$ cat src/rtl/ipid_pkg.sv
// ----------------------------------------------------------------------------
// ipid_pkg
// Shared widths, register indexes and types of the incremental PID core.
// ----------------------------------------------------------------------------
`default_nettype none

package ipid_pkg;

  // Sample width of target and measured; errors carry one more bit
  localparam int SAMPLE_W = 16;
  localparam int ERR_W    = SAMPLE_W + 1;
  // e - last, and e + older - 2 * last
  localparam int DIFF_W   = ERR_W + 1;
  localparam int D2_W     = ERR_W + 2;

  localparam int GAIN_W   = 24;
  localparam int LIM_W    = 31;
  localparam int ACC_W    = 32;

  // Product widths: the unsigned gain gets a zero sign bit
  localparam int PROD_P_W = GAIN_W + 1 + DIFF_W;
  localparam int PROD_I_W = GAIN_W + 1 + ERR_W;
  localparam int PROD_D_W = GAIN_W + 1 + D2_W;
  // Room for the accumulator plus three terms
  localparam int SUM_W    = PROD_D_W + 3;

  localparam int CFG_IDX_W  = 3;
  localparam int CFG_DATA_W = 32;

  typedef enum logic [CFG_IDX_W-1:0] {
    REG_GAIN_P         = 3'd0,
    REG_GAIN_I         = 3'd1,
    REG_GAIN_D         = 3'd2,
    REG_INTEGRAL_LIMIT = 3'd3,
    REG_OUTPUT_LIMIT   = 3'd4
  } cfg_idx_t;

  typedef struct packed {
    logic [GAIN_W-1:0] gain_p;
    logic [GAIN_W-1:0] gain_i;
    logic [GAIN_W-1:0] gain_d;
    logic [LIM_W-1:0]  integral_limit;
    logic [LIM_W-1:0]  output_limit;
  } cfg_t;

  typedef struct packed {
    logic signed [ERR_W-1:0] last_error;
    logic signed [ERR_W-1:0] older_error;
    logic signed [ACC_W-1:0] output_accum;
  } hist_t;

endpackage

`default_nettype wire

$ cat src/rtl/ipid_if.sv
// ----------------------------------------------------------------------------
// ipid channel interfaces
// Sample, result and register write channels with valid/ready handshake.
// ----------------------------------------------------------------------------
`default_nettype none

interface ipid_sample_if import ipid_pkg::*; ();
  logic                       valid;
  logic                       ready;
  logic                       opcode;
  logic signed [SAMPLE_W-1:0] target;
  logic signed [SAMPLE_W-1:0] measured;
  logic signed [ERR_W-1:0]    error_in;

  modport source (output valid, opcode, target, measured, error_in, input ready);
  modport sink   (input valid, opcode, target, measured, error_in, output ready);
endinterface

interface ipid_result_if import ipid_pkg::*; ();
  logic                    valid;
  logic                    ready;
  logic signed [ACC_W-1:0] drive;

  modport source (output valid, drive, input ready);
  modport sink   (input valid, drive, output ready);
endinterface

interface ipid_cfg_if import ipid_pkg::*; ();
  logic                  valid;
  logic                  ready;
  logic [CFG_IDX_W-1:0]  index;
  logic [CFG_DATA_W-1:0] data;

  modport source (output valid, index, data, input ready);
  modport sink   (input valid, index, data, output ready);
endinterface

`default_nettype wire

$ cat src/rtl/ipid_cfg_regs.sv
// ----------------------------------------------------------------------------
// ipid_cfg_regs
// Gain and limit registers, written through the configuration channel.
// ----------------------------------------------------------------------------
`default_nettype none

module ipid_cfg_regs import ipid_pkg::*; (
  input  wire logic   clk,
  input  wire logic   rst,
  ipid_cfg_if.sink    cfg,
  output cfg_t        regs
);

  assign cfg.ready = 1'b1;

  always_ff @(posedge clk) begin
    if (rst) begin
      regs.gain_p         <= '0;
      regs.gain_i         <= '0;
      regs.gain_d         <= '0;
      regs.integral_limit <= '1;
      regs.output_limit   <= '1;
    end else if (cfg.valid) begin
      // drop writes to unknown indexes
      case (cfg_idx_t'(cfg.index))
        REG_GAIN_P:         regs.gain_p         <= cfg.data[GAIN_W-1:0];
        REG_GAIN_I:         regs.gain_i         <= cfg.data[GAIN_W-1:0];
        REG_GAIN_D:         regs.gain_d         <= cfg.data[GAIN_W-1:0];
        REG_INTEGRAL_LIMIT: regs.integral_limit <= cfg.data[LIM_W-1:0];
        REG_OUTPUT_LIMIT:   regs.output_limit   <= cfg.data[LIM_W-1:0];
        default: ;
      endcase
    end
  end

endmodule

`default_nettype wire

$ cat src/rtl/ipid_datapath.sv
// ----------------------------------------------------------------------------
// ipid_datapath
// Error selection, three gain products, clamps and the output update.
// ----------------------------------------------------------------------------
`default_nettype none

module ipid_datapath import ipid_pkg::*; (
  input  wire logic                       opcode,
  input  wire logic signed [SAMPLE_W-1:0] target,
  input  wire logic signed [SAMPLE_W-1:0] measured,
  input  wire logic signed [ERR_W-1:0]    error_in,
  input  wire cfg_t                       regs,
  input  wire hist_t                      hist,
  output logic signed [ERR_W-1:0]         err,
  output logic signed [ACC_W-1:0]         accum_next
);

  logic signed [DIFF_W-1:0]   diff_p;
  logic signed [D2_W-1:0]     diff_d;
  logic signed [GAIN_W:0]     gp_s;
  logic signed [GAIN_W:0]     gi_s;
  logic signed [GAIN_W:0]     gd_s;
  logic signed [PROD_P_W-1:0] prod_p;
  logic signed [PROD_I_W-1:0] prod_i;
  logic signed [PROD_D_W-1:0] prod_d;
  logic signed [PROD_I_W-1:0] ilim_pos;
  logic signed [PROD_I_W-1:0] ilim_neg;
  logic signed [PROD_I_W-1:0] term_i;
  logic signed [SUM_W-1:0]    sum;
  logic signed [SUM_W-1:0]    olim_pos;
  logic signed [SUM_W-1:0]    olim_neg;
  logic signed [SUM_W-1:0]    sum_sat;

  always_comb begin
    if (opcode) begin
      err = error_in;
    end else begin
      err = ERR_W'(target) - ERR_W'(measured);
    end
  end

  assign diff_p = DIFF_W'(err) - DIFF_W'(hist.last_error);
  assign diff_d = D2_W'(err) + D2_W'(hist.older_error) - (D2_W'(hist.last_error) <<< 1);

  assign gp_s = signed'({1'b0, regs.gain_p});
  assign gi_s = signed'({1'b0, regs.gain_i});
  assign gd_s = signed'({1'b0, regs.gain_d});

  assign prod_p = gp_s * diff_p;
  assign prod_i = gi_s * err;
  assign prod_d = gd_s * diff_d;

  // clamp the integral increment to the symmetric limit
  assign ilim_pos = signed'(PROD_I_W'(regs.integral_limit));
  assign ilim_neg = -ilim_pos;

  always_comb begin
    if (prod_i > ilim_pos) begin
      term_i = ilim_pos;
    end else if (prod_i < ilim_neg) begin
      term_i = ilim_neg;
    end else begin
      term_i = prod_i;
    end
  end

  assign sum = SUM_W'(hist.output_accum) + SUM_W'(prod_p) + SUM_W'(term_i)
             + SUM_W'(prod_d);

  assign olim_pos = signed'(SUM_W'(regs.output_limit));
  assign olim_neg = -olim_pos;

  always_comb begin
    if (sum > olim_pos) begin
      sum_sat = olim_pos;
    end else if (sum < olim_neg) begin
      sum_sat = olim_neg;
    end else begin
      sum_sat = sum;
    end
  end

  assign accum_next = sum_sat[ACC_W-1:0];

endmodule

`default_nettype wire

$ cat src/rtl/incremental_pid_controller_core.sv
// ----------------------------------------------------------------------------
// incremental_pid_controller_core
// Velocity-form PID: adds P, clamped I and D increments to a saturated output.
// ----------------------------------------------------------------------------
//
//   channel  role   carries
//   -------  -----  ---------------------------------------------
//   sample   sink   opcode, target, measured, error_in
//   result   source drive, one per sample
//   cfg      sink   index, data (gains and limits, always ready)
//
// One sample per cycle while the result is not stalled. A sample is held in the
// input register, then the products, clamps and accumulator update land in the
// output register, written by the single multiply-add-saturate stage that
// closes the accumulator loop. Reset clears the history and output to zero,
// gains to zero and limits to full scale. A stalled result holds the output
// register; the input register keeps taking a request while it can move on.
// ----------------------------------------------------------------------------
`default_nettype none

module incremental_pid_controller_core import ipid_pkg::*; (
  input  wire logic    clk,
  input  wire logic    rst,
  ipid_sample_if.sink  sample,
  ipid_result_if.source result,
  ipid_cfg_if.sink     cfg
);

  cfg_t regs;
  hist_t hist;

  logic                       s1_valid;
  logic                       s1_opcode;
  logic signed [SAMPLE_W-1:0] s1_target;
  logic signed [SAMPLE_W-1:0] s1_measured;
  logic signed [ERR_W-1:0]    s1_error_in;
  logic                       s1_advance;
  logic                       out_valid;
  logic signed [ERR_W-1:0]    err;
  logic signed [ACC_W-1:0]    accum_next;

  ipid_cfg_regs u_regs (
    .clk  (clk),
    .rst  (rst),
    .cfg  (cfg),
    .regs (regs)
  );

  ipid_datapath u_dp (
    .opcode     (s1_opcode),
    .target     (s1_target),
    .measured   (s1_measured),
    .error_in   (s1_error_in),
    .regs       (regs),
    .hist       (hist),
    .err        (err),
    .accum_next (accum_next)
  );

  assign s1_advance   = s1_valid && (!out_valid || result.ready);
  assign sample.ready = !s1_valid || s1_advance;

  always_ff @(posedge clk) begin
    if (rst) begin
      s1_valid <= 1'b0;
    end else if (sample.ready) begin
      s1_valid <= sample.valid;
    end
  end

  always_ff @(posedge clk) begin
    if (sample.valid && sample.ready) begin
      s1_opcode   <= sample.opcode;
      s1_target   <= sample.target;
      s1_measured <= sample.measured;
      s1_error_in <= sample.error_in;
    end
  end

  // advance the history and output together with each sample
  always_ff @(posedge clk) begin
    if (rst) begin
      out_valid <= 1'b0;
      hist      <= '0;
    end else begin
      if (s1_advance) begin
        out_valid         <= 1'b1;
        hist.output_accum <= accum_next;
        hist.older_error  <= hist.last_error;
        hist.last_error   <= err;
      end else if (result.ready) begin
        out_valid <= 1'b0;
      end
    end
  end

  assign result.valid = out_valid;
  assign result.drive = hist.output_accum;

endmodule

`default_nettype wire
$ cat src/flat_wrapper.sv
// flat-port wrapper written by rule: the top's interface ports become plain ports
module incremental_pid_controller_core_flat import ipid_pkg::*;
  (clk, rst, sample_valid, sample_opcode, sample_target, sample_measured, sample_error_in, sample_ready, result_valid, result_drive, result_ready, cfg_valid, cfg_index, cfg_data, cfg_ready);
  ipid_sample_if sample_i ();
  ipid_result_if result_i ();
  ipid_cfg_if cfg_i ();
  input  wire logic clk;
  input  wire logic rst;
  input wire logic [$bits(sample_i.valid)-1:0] sample_valid;
  input wire logic [$bits(sample_i.opcode)-1:0] sample_opcode;
  input wire logic [$bits(sample_i.target)-1:0] sample_target;
  input wire logic [$bits(sample_i.measured)-1:0] sample_measured;
  input wire logic [$bits(sample_i.error_in)-1:0] sample_error_in;
  output wire logic [$bits(sample_i.ready)-1:0] sample_ready;
  output wire logic [$bits(result_i.valid)-1:0] result_valid;
  output wire logic [$bits(result_i.drive)-1:0] result_drive;
  input wire logic [$bits(result_i.ready)-1:0] result_ready;
  input wire logic [$bits(cfg_i.valid)-1:0] cfg_valid;
  input wire logic [$bits(cfg_i.index)-1:0] cfg_index;
  input wire logic [$bits(cfg_i.data)-1:0] cfg_data;
  output wire logic [$bits(cfg_i.ready)-1:0] cfg_ready;
  assign sample_i.valid = sample_valid;
  assign sample_i.opcode = sample_opcode;
  assign sample_i.target = sample_target;
  assign sample_i.measured = sample_measured;
  assign sample_i.error_in = sample_error_in;
  assign sample_ready = sample_i.ready;
  assign result_valid = result_i.valid;
  assign result_drive = result_i.drive;
  assign result_i.ready = result_ready;
  assign cfg_i.valid = cfg_valid;
  assign cfg_i.index = cfg_index;
  assign cfg_i.data = cfg_data;
  assign cfg_ready = cfg_i.ready;
  incremental_pid_controller_core u_core (.clk(clk), .rst(rst), .sample(sample_i), .result(result_i), .cfg(cfg_i));
endmodule
$ cat config.mk
export PLATFORM = sky130hd
export DESIGN_NAME = incremental_pid_controller_core_flat
export DESIGN_NICKNAME = d
export VERILOG_FILES = /design/src/rtl/ipid_pkg.sv /design/src/rtl/ipid_if.sv /design/src/rtl/ipid_cfg_regs.sv /design/src/rtl/ipid_datapath.sv /design/src/rtl/incremental_pid_controller_core.sv /design/src/flat_wrapper.sv
export SDC_FILE = /design/constraint.sdc
export NUM_CORES = 2
export LEC_CHECK = 0
export ABC_AREA = 1
export BUFFER_PORTS_ARGS = -buffer_cell sky130_fd_sc_hd__buf_2
export CAP_MARGIN = 15
export CORE_MARGIN = 2
export CORE_UTILIZATION = 60
export CTS_CLUSTER_DIAMETER = 40
export DETAILED_ROUTE_END_ITERATION = 10
export PLACE_DENSITY_LB_ADDON = 0.15
export SLEW_MARGIN = 15
export SYNTH_ARGS = -nofsm -noshare
export SYNTH_HDL_FRONTEND = slang
export SYNTH_SLANG_ARGS = --single-unit
$ cat constraint.sdc
create_clock -name clk -period 14.4 [get_ports clk]
set_input_delay 1.44 -clock clk [delete_from_list [all_inputs] [get_ports clk]]
set_output_delay 1.44 -clock clk [all_outputs]
set_load 0.02 [all_outputs]
==> results.ini <==
[status]
status = complete, but fails checks
violations = setup timing

[die]
io_pins = 125
initial_core_util = 0.6032
core_mm2 = 0.1051
rows = 119
die_area_mm2 = 0.1083
die_y_um = 329.1
die_w_um = 329.1

[critical_path]
crit_top_cell = buf_4
crit_path_max_incr_delay_ps = 590
cp_data_required_time_ps = 14990
r2r_cells = 94
crit_path_top_delay_cell = fa_2
worst_setup_path_end_kind = register
startpoint_type = register
critPathKind = reg -> reg
worstPathArrival_ps = 17110
crit_fanout = 8

[route]
vias = 58350
via_per_inst = 5.689
post_drt_wl_per_cell_um = 23.51
ant_nets = 0
drt_iter0_markers = 5726
drc_errors = 0
drt-total-wl_um = 241100
drtPass1Iterations = 6

[logic_synthesis]
synth_top_family_by_area = adder cells
ys_ff_latch = 252
synth_fa_ha_area_frac = 0.5148
yosys_warnings = 0
syn_nets = 10010
syn_area_per_cell_um2 = 7.874
synth_xor_area_frac = 0.01693
synth_compound_area_frac = 0.06271
yosys-mux-area-fraction = 0
syn_inst = 8052
synth-simple-area-share = 0.1809
netlist-cell-type-count = 58
synthesis.area_mm2 = 0.06340
synth-seq-area-share = 0.08746

[clock_network]
tritoncts = yes
numClockSinks = 252
path_clk_slew_ps = 60
cts.htree.levels = 2
clock_path_buffers = 3
cts_root_buf = clkbuf_16
cts_buffers = 58
cts_hold_buf = 0
clk_latency_ps = 690

[sta]
fin_crit_sh = 1.147
tightest_slew_ps = 1159
fmax_mhz = 60.53
skew_ps = 34.42
fin_tns_setup_ps = -66070
max-slew-margin-rel = 0.2268
fin_crit_ps = 16520
grt_setup_unrepaired = yes
finalHoldViolCount = 0
holdWs_ps = 510.7
timing.final.ws_setup_ps = -2121
setup_violations = 32
final-max-slew-violation-count = 0

[global_routing]
grt-ovfl-total = 0
grt_max_degree = 97
grt_use_total = 0.4475
grt_first_pass_wirelength_um = 356800
grt_pass1_vias = 59540
antenna_found_initial = 20

[cells_and_area]
fillers = 8320
drive_above_1_share = 0.1940
syn_to_final_growth_pct = 21.56
layout.nets = 10750

[job]
drv_cap = 0

[place]
gp_congestion = 1.022
place_hpwl_um = 194100
numPortBuffers = 122

[hold_path]
hold_class = reg -> reg
hold_depth = 2

cells in the mapped netlist (all sizes together):
master,count,area [µm²]
nor4,14,102.6
clkbuf,244,917.1
dfxtp,202,4044
nand3b,3,22.52
o211a,2,20.02
and3,2,12.51
fa,1241,24840
xnor2,23,201.4
a221oi,1,8.760
xor2,97,849.6
and2,2,12.51
conb,1,3.750
inv,1935,7263
or2,48,300.3
a32o,1,10.01
nand4,49,340.3
nand2,1777,6713
o221ai,5,43.79
a211oi,7,52.55
o31ai,1,7.510
a21oi,354,1772
a21o,6,45.04
edfxtp,50,1501
xnor3,1,22.52
nand3,244,1261
o21a,5,37.54
a22oi,3,22.52
a31oi,5,31.28
o21ai,275,1384
nor2,619,2359
o2111ai,4,35.03
buf,69,459.2
o21bai,19,142.6
ha,623,7795
o211ai,39,292.8
nor3,56,337.8
clkinv,15,56.30
nor4b,1,8.760
a31o,3,26.28
a21boi,6,45.04
stage by stage:
stage / instance area, µm² / util / worst slack (ps) / instances
floorplan: 63870 / - / -167.0 / 8052
global placement: 71080 / 0.6761 / -2600 / 10010
detailed placement: 71080 / 0.6761 / -2955 / 10010
CTS: 75560 / 0.7188 / -1915 / 10200
global route: 77040 / 0.7328 / -2737 / 10240
finish: 77070 / 0.7332 / -2121 / 10260
repair_timing:
item                                    4_1_cts  5_1_grt
gates resized for setup                     362      265
gates cloned                                  7        6
setup buffers                                79       32
endpoints found under the setup margin       32       32
pin swaps                                   109      134
routing by layer:
metal  up-vias  GRT usage  routed length (µm)
met1     28440     0.5292               83580
met4        12     0.3440               23650
met5         -          0                  83
met2      3315     0.7025              109500
li1      25530          -                   -
met3      1060     0.1139               24300
cell families after synthesis:
kind of cell / Yosys count
buf+inv: 2263
simple gates: 2815
fa+ha+maj: 1864
flops: 252
xor+xnor: 121
other cells: 1
compound gates: 736
worst paths after layout:
| check | from | end | slack, ps |
|---|---|---|---|
| worst max-delay path | u_core.s1_target[0]$_DFFE_PP_ | u_core.result.drive[30]$_SDFFE_PP0P_ | -2120 |
| worst min-delay path | u_core.result.valid$_SDFFE_PP0P_ | u_core.result.valid$_SDFFE_PP0P_ | 510 |
| worst max register to register | u_core.s1_target[0]$_DFFE_PP_ | u_core.result.drive[30]$_SDFFE_PP0P_ | -2120 |
| worst min register to register | u_core.result.valid$_SDFFE_PP0P_ | u_core.result.valid$_SDFFE_PP0P_ | 510 |
registers in the layout, summed over array words and instances, names as in the netlist:
register,flops
u_core.hist,34
u_core.s1_valid,1
u_core.result.drive,32
u_core.s1_measured,16
u_core.s1_target,16
u_core.u_regs.regs,134
u_core.s1_opcode,1
u_core.result.valid,1
u_core.s1_error_in,17
critical path, delay by kind of cell (launching register included):
kind            cells  cell delay [ps]
fa+ha+maj          19             7810
simple gates       40             3870
flops               1              360
buf+inv            26             2870
xor+xnor            2              310
compound gates      7             1160
cells in the final DEF (no fill, tap or decap), drive strengths merged, types with 2 or more instances in the layout:
cell type and n:
o2111ai 4, xor2 97, nand4 49, a211oi 7, and2 2, nor3 56, or2 48, diode 20
and3 2, ha 623, o211a 2, nand2 1777, clkinv 41, buf 989, edfxtp 50, inv 1940
a31o 3, nand3 244, o221ai 5, clkinvlp 5, o211ai 39, nor2 619, a31oi 5, a21oi 354
bufinv 9, clkbuf 72, dfxtp 202, a21o 6, fa 1241, nand3b 3, nor4 14, o21a 5
o21bai 19, o21ai 275, a21boi 6, xnor2 23, a22oi 3
area by class of cell:
type / count / area [µm²] / area share
multi-input combinational: 5537 / 52080 / 0.6757
timing repair buffer: 994 / 8172 / 0.1060
inverter: 1950 / 7368 / 0.09560
sequential: 252 / 5545 / 0.07195
tap: 1391 / 1740 / 0.02258
clock buffer: 67 / 1535 / 0.01992
clock inverter: 43 / 561.8 / 0.007289
antenna: 20 / 50.05 / 0.0006494
timing repair inverter: 2 / 22.52 / 0.0002922
Power is not shown: default switching activity piles up to over one toggle a cycle in this logic, so the estimate is an artifact.
